**config.mk**
```make
export PLATFORM = sky130hd
export DESIGN_NAME = url_query_string_decoder
export DESIGN_NICKNAME = d
export VERILOG_FILES = /design/src/sv/url_qsd_pkg.sv /design/src/sv/url_query_string_decoder.sv
export SDC_FILE = /design/constraint.sdc
export NUM_CORES = 1
export LEC_CHECK = 0
export ABC_AREA = 1
export BUFFER_PORTS_ARGS = -buffer_cell sky130_fd_sc_hd__buf_2
export CAP_MARGIN = 30
export CORE_UTILIZATION = 40
export CTS_CLUSTER_SIZE = 24
export DETAILED_ROUTE_END_ITERATION = 16
export GPL_TIMING_DRIVEN = 0
export PLACE_DENSITY_LB_ADDON = 0.08
export REMOVE_ABC_BUFFERS = 1
export SYNTH_ARGS = -nofsm -noshare
export SYNTH_HDL_FRONTEND = slang
export SYNTH_SLANG_ARGS = --single-unit
```
**constraint.sdc**
```tcl
create_clock -name aclk -period 2.08 [get_ports aclk]
set_input_delay 0.52 -clock aclk [delete_from_list [all_inputs] [get_ports aclk]]
set_output_delay 0.52 -clock aclk [all_outputs]
set_load 0.05 [all_outputs]
```
**src/sv/url_qsd_pkg.sv**
```systemverilog
// Package: codes, character constants and hex digit decode for the query string decoder.
`default_nettype none
package url_qsd_pkg;

    localparam int ByteWidth = 8;
    localparam int KindWidth = 2;

    localparam logic [KindWidth-1:0] KIND_KEY_BYTE   = 2'd0;
    localparam logic [KindWidth-1:0] KIND_VALUE_BYTE = 2'd1;
    localparam logic [KindWidth-1:0] KIND_PAIR_DONE  = 2'd2;
    localparam logic [KindWidth-1:0] KIND_KEY_DROP   = 2'd3;

    localparam logic [ByteWidth-1:0] CH_EQUALS  = 8'h3D;
    localparam logic [ByteWidth-1:0] CH_AMP     = 8'h26;
    localparam logic [ByteWidth-1:0] CH_PLUS    = 8'h2B;
    localparam logic [ByteWidth-1:0] CH_PERCENT = 8'h25;
    localparam logic [ByteWidth-1:0] CH_SPACE   = 8'h20;

    typedef enum logic [1:0] {
        ESC_NONE = 2'd0,
        ESC_HIGH = 2'd1,
        ESC_LOW  = 2'd2,
        ESC_RSVD = 2'd3
    } esc_phase_t;

    typedef struct packed {
        logic       ok;
        logic [3:0] nibble;
    } hex_t;

    function automatic hex_t hex_digit(input logic [ByteWidth-1:0] c);
        hex_t r;
        r.ok     = 1'b1;
        r.nibble = 4'd0;
        if (c >= 8'h30 && c <= 8'h39) begin
            r.nibble = c[3:0];
        end else if ((c >= 8'h61 && c <= 8'h66) || (c >= 8'h41 && c <= 8'h46)) begin
            r.nibble = 4'(c[2:0] + 3'd1) + 4'd8;
        end else begin
            r.ok = 1'b0;
        end
        return r;
    endfunction

endpackage
`default_nettype wire

```
**src/sv/url_query_string_decoder.sv**
```systemverilog
// Top level: streaming application/x-www-form-urlencoded key/value decoder.
//
//  channel | ports                                      | dir | meaning
//  s_      | s_valid s_ready s_char_in s_end_of_string  | in  | raw byte or end of string
//  m_      | m_valid m_ready m_char_out m_kind          | out | decoded byte or pair marker
//
// One request per cycle sustained while the result register is not stalled; a
// byte passes through the input register and then the result register. Token
// state updates when the input register hands its request on. Synchronous active
// low reset clears state and both valid flags. A stalled result register
// holds the input register, which then holds s_ready low.
`default_nettype none
module url_query_string_decoder (
    input  wire logic       aclk,
    input  wire logic       aresetn,
    input  wire logic       s_valid,
    output logic            s_ready,
    input  wire logic [7:0] s_char_in,
    input  wire logic       s_end_of_string,
    output logic            m_valid,
    input  wire logic       m_ready,
    output logic [7:0]      m_char_out,
    output logic [1:0]      m_kind
);

    logic       in_vld_reg;
    logic [7:0] in_char_reg;
    logic       in_eos_reg;

    logic                    in_value_reg, in_value_next;
    url_qsd_pkg::esc_phase_t esc_reg, esc_next;
    logic [3:0]              high_reg, high_next;
    logic                    cut_reg, cut_next;

    logic       out_vld_reg;
    logic [7:0] out_char_reg;
    logic [1:0] out_kind_reg;

    logic       out_free;
    logic       advance;
    logic       emit;
    logic [7:0] emit_char;
    logic [1:0] emit_kind;
    logic [1:0] byte_kind;
    url_qsd_pkg::hex_t hx;

    assign out_free = !out_vld_reg || m_ready;
    assign advance  = in_vld_reg && out_free;
    assign s_ready  = !in_vld_reg || out_free;

    assign m_valid    = out_vld_reg;
    assign m_char_out = out_char_reg;
    assign m_kind     = out_kind_reg;

    always_comb begin
        in_value_next = in_value_reg;
        esc_next      = esc_reg;
        high_next     = high_reg;
        cut_next      = cut_reg;
        emit          = 1'b0;
        emit_char     = 8'd0;
        emit_kind     = url_qsd_pkg::KIND_KEY_BYTE;
        byte_kind     = in_value_reg ? url_qsd_pkg::KIND_VALUE_BYTE
                                     : url_qsd_pkg::KIND_KEY_BYTE;
        hx            = url_qsd_pkg::hex_digit(in_char_reg);

        priority if (in_eos_reg) begin
            emit          = 1'b1;
            emit_kind     = in_value_reg ? url_qsd_pkg::KIND_PAIR_DONE
                                         : url_qsd_pkg::KIND_KEY_DROP;
            in_value_next = 1'b0;
            esc_next      = url_qsd_pkg::ESC_NONE;
            high_next     = 4'd0;
            cut_next      = 1'b0;
        end else if (!in_value_reg && in_char_reg == url_qsd_pkg::CH_EQUALS) begin
            in_value_next = 1'b1;
            esc_next      = url_qsd_pkg::ESC_NONE;
            high_next     = 4'd0;
            cut_next      = 1'b0;
        end else if (in_value_reg && in_char_reg == url_qsd_pkg::CH_AMP) begin
            emit          = 1'b1;
            emit_kind     = url_qsd_pkg::KIND_PAIR_DONE;
            in_value_next = 1'b0;
            esc_next      = url_qsd_pkg::ESC_NONE;
            high_next     = 4'd0;
            cut_next      = 1'b0;
        end else if (cut_reg) begin
            // rest of token suppressed
        end else begin
            unique case (esc_reg)
                url_qsd_pkg::ESC_HIGH: begin
                    if (hx.ok) begin
                        high_next = hx.nibble;
                        esc_next  = url_qsd_pkg::ESC_LOW;
                    end else begin
                        esc_next = url_qsd_pkg::ESC_NONE;
                        cut_next = 1'b1;
                    end
                end
                url_qsd_pkg::ESC_LOW: begin
                    esc_next = url_qsd_pkg::ESC_NONE;
                    if (hx.ok) begin
                        emit      = 1'b1;
                        emit_char = {high_reg, hx.nibble};
                        emit_kind = byte_kind;
                    end else begin
                        cut_next = 1'b1;
                    end
                end
                default: begin
                    emit_kind = byte_kind;
                    if (in_char_reg == url_qsd_pkg::CH_PLUS) begin
                        emit      = 1'b1;
                        emit_char = url_qsd_pkg::CH_SPACE;
                    end else if (in_char_reg == url_qsd_pkg::CH_PERCENT) begin
                        esc_next = url_qsd_pkg::ESC_HIGH;
                    end else begin
                        emit      = 1'b1;
                        emit_char = in_char_reg;
                    end
                end
            endcase
        end
    end

    always_ff @(posedge aclk) begin
        if (!aresetn) begin
            in_vld_reg   <= 1'b0;
            out_vld_reg  <= 1'b0;
            in_value_reg <= 1'b0;
            esc_reg      <= url_qsd_pkg::ESC_NONE;
            high_reg     <= 4'd0;
            cut_reg      <= 1'b0;
        end else begin
            if (s_ready) begin
                in_vld_reg <= s_valid;
            end
            if (out_free) begin
                out_vld_reg <= advance && emit;
            end
            if (advance) begin
                in_value_reg <= in_value_next;
                esc_reg      <= esc_next;
                high_reg     <= high_next;
                cut_reg      <= cut_next;
            end
        end
    end

    always_ff @(posedge aclk) begin
        if (s_valid && s_ready) begin
            in_char_reg <= s_char_in;
            in_eos_reg  <= s_end_of_string;
        end
        if (advance && emit) begin
            out_char_reg <= emit_char;
            out_kind_reg <= emit_kind;
        end
    end

endmodule
`default_nettype wire
```
### After elaboration in Yosys (flattened, before gate mapping)

Index checks and enable logic that the tools add are counted.
Widths: inputs -> output; s select.

* equality and inequality tests: 8
* multiplexer cells: 47
* add/subtract/negate cells: 2
* reduce and logical (&&, ||, !) cells: 23
* $lt $le $gt $ge: 6

Operators by type and width (count)
* $eq 8x6->1 const B: 4
* $mux 4: 8
* $mux 8: 3
* $mux 1: 22
* $mux 2: 10
* $ge 8x7->1 const B: 2
* $le 8x7->1 const B: 2
* $pmux 8 s2: 1
* $ge 8x6->1 const B: 1
* $le 8x6->1 const B: 1
* $logic_and 1x1->1: 8
* $reduce_and 4->1: 2
* $reduce_bool 4->1: 2
* $ne 6x4->1 const B: 1
* $reduce_bool 6->1: 1
* $add 3x1->4 const B: 1
* $add 4x4->4 const B: 1
* $ne 4x2->1 const B: 1
* $pmux 1 s2: 2
* $pmux 2 s2: 1
* $reduce_or 4->1: 1
* $logic_not 1->1: 3
* $logic_or 1x1->1: 3
* $reduce_bool 3->1: 1
* other kinds (4): 4

* bits in registers: 29
* logic and storage cells: 96
* input bits: 13

### Logic depth before layout (Yosys ltp)

* word-level depth: 12
* depth in mapped cells: 14
* depth with buffers taken out: 14

### Worst setup path after synthesis

OpenSTA, ideal clock, no wires.

* kind: register to register
* start: register in_char_reg[1]
* end: register out_char_reg[0] (netlist: m_char_out[0]), enable pin
* data arrival time: 1.623 ns
* path slack: 0.123 ns
* period minus slack after synthesis: 1.957 ns
* data required time: 1.746 ns
* buffers on the path: 0
* stages on the path, launching flop included: 15
* cell sequence: edfxtp_1 -> inv_1 -> ha_1 -> inv_1 -> nor2_2 -> nand2_1 -> nand2_2 -> nand2_4 -> nand2_4 -> nand2_1 -> nand2_1 -> nand2_1 -> nand2_1 -> nand2_1 -> inv_1

* longest elaborated chain between the ends: 12
* elaborated cells on any way between the ends: 27
* those cells by class: 6 x order compare; 4 x eq/ne; 10 x mux; 7 x reduce/logical

Ends and longest elaborated chain
* start: declaration: line url_query_string_decoder.sv:27 `logic [7:0] in_char_reg;`
* start signal: assignment: line url_query_string_decoder.sv:152 `in_char_reg <= s_char_in;`
* $ge 8x7->1 or $le 8x7->1 (tied branches): line url_qsd_pkg.sv:37 `end else if ((c >= 8'h61 && c <= 8'h66) || (c >= 8'h41 && c <= 8'h46)) begin`
* $logic_and 1x1->1: line url_qsd_pkg.sv:37
* $logic_or 1x1->1: line url_qsd_pkg.sv:37
* $mux 1: line url_qsd_pkg.sv:37
* $mux 1: line url_qsd_pkg.sv:35 `if (c >= 8'h30 && c <= 8'h39) begin`
* $mux 1: line url_query_string_decoder.sv:102 `if (hx.ok) begin`
* $pmux 1 s2: line url_query_string_decoder.sv:90 `unique case (esc_reg)`
* $mux 1: line url_query_string_decoder.sv:87 `end else if (cut_reg) begin`
* $mux 1: line url_query_string_decoder.sv:80 `end else if (in_value_reg && in_char_reg == url_qsd_pkg::CH_AMP) begin`
* $mux 1 (*): line url_query_string_decoder.sv:75 `end else if (!in_value_reg && in_char_reg == url_qsd_pkg::CH_EQUALS) begin`
* $mux 1 (*): line url_query_string_decoder.sv:67 `priority if (in_eos_reg) begin`
* $logic_and 1x1->1 (*): line url_query_string_decoder.sv:155 `if (advance && emit) begin`
* end signal: assignment: line url_query_string_decoder.sv:156 `out_char_reg <= emit_char;`
* end: declaration: line url_query_string_decoder.sv:36 `logic [7:0] out_char_reg;`

Every way passes the cells marked *; elsewhere a longest branch is shown, timed or not.
A chain may end at the register's enable or synchronous reset.

### Worst setup path in the final report

* start: register in_char_reg[0]
* end: register out_char_reg[5] (netlist: m_char_out[5]), enable pin

The elaborated chain is that of the path after synthesis.

==> results.toml <==
[min_path]
holdCritPathClass = "in2reg"

[synth]
synth.cell_area_mm2 = 0.00157
synth_top_flop_cell = "edfxtp_1"
synth-edff-count = 19
ys_warn_count = 0
synth-async-reset-ratio_pct = 0
synthesis.instances = 183
synth_top_area_share_pct = 36.3
synth_seq_area_share_pct = 49.0
synth_adder_area_share_pct = 5.57
yosysTopAreaCell = "edfxtp_1"
synth_compound_gate_area_share_pct = 10.0
synth.area.top_cells = "edfxtp_1, dfxtp_1, nand2_1"
synth_xor_area_share_pct = 0.557
syn-mean-instance-area_um2 = 8.59
main_combinational_cell_family_by_area_after_synthesis = "simple AND/OR/NAND/NOR gates"
synth.mux.area_fraction_pct = 0
post_synth_num_cell_types = 27
post_synthesis_sequential_element_count = 29
post_synth_and_or_nand_nor_area_fraction_pct = 27.1

[sta]
finalWorstPathRequiredPeriod_ns = 1.99
fin_worst_skew_ns = 0.00430
relSlewSlack_pct = 78.4
finalCritPeriodShare_pct = 95.9
report.final.setup_viol = 0
timing.fmax_mhz = 501
worst-slew-pin-transition_ns = 0.325
finalHoldViolCount = 0
maxSlewViolCount = 0
fin_hold_ws_ns = 0.409

[run]
max_cap_viol_count = 0

[die]
ios = 25
initial_core_util_pct = 42.3
core_footprint_mm2 = 0.00372
core.rowCount = 22
area_of_the_die_mm2 = 0.00418
die-height_um = 64.7
die_boundary_width_um = 64.7

[cts]
cts-root-buf = "clkbuf_8"
cts_tree = "yes"
clock_latency_ns = 0.28
clockBufferDepth = 2
ctsHtreeMaxLevel = 2
numClockSinks = 29
cts-buffers-inserted = 5
clkTransAtPathRegs_ns = 0.06

[global_route]
grt_start_max_net_pins = 10
grt_pass1_wl_um = 5270
grt_antenna_before_repair = 0
grt_pass1_vias = 1210
track_usage_pct = 17.1
grt_overflow = 0

[critical_path]
critPathCaptureType = "flop"
path_class = "reg2reg"
worst-endpoint-arrival_ns = 2.01
critPathLaunchType = "flop"
critical_path_required_time_ns = 2.09
worst-path-max-fanout = 5

[route]
drcViolationCount = 0
wire_per_inst_um = 12.0
drt_pre_antenna_iters = 4
route.detailed.vias_per_inst = 4.89
postRouteWirelength_um = 3230
detail-route-antenna-nets = 0
vias = 1321
drt-initial-drc-count = 72

[place]
buffer_ports.inserted = 24
placedInstanceArea_mm2 = 0.00174
dp_hpwl_um = 2370
gp_congestion = 0.977

[final_layout]
finish.net_count = 241
stdcell_area_mm2 = 0.00191
utilization_pct = 51.5
drive_above_1_share_pct = 27.5
antennaDiodeCount = 0
nFillCells = 361
synthToLayoutAreaGrowth_pct = 21.8

[pwr]
power_per_cell_area_mw_per_mm2 = 670
static-leakage-power_uw = 0.000855
power.ir.vdd_worst_mv = 0.442

[run_status]
outcome = "completed"
[final timing paths]
check / from / end / slack, ns / depth (start not counted)
max: in_char_reg[0] / m_char_out[5] / 0.09 / 14
min: s_char_in[3] / in_char_reg[3] / 0.41 / 1
max reg2reg: in_char_reg[0] / m_char_out[5] / 0.09 / 14
min reg2reg: high_reg[3] / high_reg[3] / 0.50 / 2
[final cells by class]
type                       count  area [um^2]  area share [%]
clock inverter                 2         10.0           0.523
inverter                      29          114            5.95
timing repair buffer          31          173            9.02
sequential                    29          771            40.3
multi-input combinational    124          707            36.9
timing repair inverter         1         7.51           0.392
tap                           48         60.1            3.14
clock buffer                   6         72.6            3.79
[per-layer routing]
| metal | global-route usage (%) | vias to the layer above | routed length [um] |
|---|---|---|---|
| met5 | 0 | - | 0 |
| met4 | 9.17 | 0 | 80 |
| met3 | 5.81 | 8 | 144 |
| met2 | 26.4 | 35 | 1560 |
| met1 | 20.9 | 602 | 1440 |
| li1 | - | 676 | - |
[power breakdown]
group          switching (uW)  internal, uW
combinational             123          56.2
sequential               19.1           645
clock                     209           231
total                     351           932
[timing repair]
action	4_1_cts	5_1_grt
resized for setup	3	7
hold buffers	0	0
pin swaps	0	3
buffers inserted	2	5
setup endpoints to repair	10	13
gates cloned	1	0
[worst max-delay path, stage by stage (launching register included)]
cell and delay, ns:
edfxtp_1 0.47, inv_2 0.10, ha_4 0.17, inv_1 0.05, nand2_1 0.05, nand3_1 0.08, nand2_2 0.06, nand2_4 0.10
nand2_4 0.07, nand2_1 0.06, nand2_1 0.06, nand2_1 0.06, nand2_1 0.06, nand2_2 0.14, clkinvlp_4 0.19
[cell families (layout without fill, tap and decap cells)]
family	Yosys count	after routing
AND/OR/NAND/NOR	90	90
buffers and inverters	30	69
flip-flops	29	29
AO/OA/AOI/OAI	26	26
adder cells (fa/ha/maj)	7	7
XOR/XNOR	1	1
[cells in the final DEF (no fill, tap or decap)]
cell	synthesis	final
a21oi_1	11	11
a21oi_2	1	1
buf_2	0	24
buf_4	0	7
clkbuf_1	0	1
clkbuf_8	0	5
clkinv_2	1	3
clkinvlp_4	0	2
dfxtp_1	10	10
edfxtp_1	19	19
ha_1	7	5
ha_4	0	2
inv_1	28	24
inv_2	0	3
nand2_1	40	39
nand2_2	4	5
nand2_4	3	3
nand3_1	13	13
nand3_2	1	1
nand3b_1	1	1
nand4_1	5	5
nor2_1	18	18
nor2_2	3	3
nor2_4	1	1
nor3_1	1	1
o211ai_1	2	2
o21a_1	1	1
o21ai_0	2	2
o21ai_1	6	6
o21ai_4	1	1
o22ai_1	1	1
o32ai_1	1	1
xnor2_1	1	1
[stage by stage]
stage / cells / setup TNS [ns] / setup slack [ns] / power, uW
after CTS: 265 / 0 / 0.00893 / 1280
after global routing: 270 / -0.0396 / -0.00812 / 1340
after global placement: 254 / -1.90 / -0.191 / 835
final: 270 / 0 / 0.0855 / 1280
after floorplan: 182 / 0 / 0.123 / 792
after detailed placement: 254 / -2.09 / -0.209 / 837
[cells in the mapped netlist (2+ instances only)]
library cell and number:
nor2_1 18, nand2_4 3, nor2_2 3, a21oi_1 11
nand2_2 4, ha_1 7, nand3_1 13, nand4_1 5
o21ai_0 2, nand2_1 40, dfxtp_1 10, inv_1 28
edfxtp_1 19, o211ai_1 2, o21ai_1 6
Note: power is estimated with default switching activity, not from simulation.
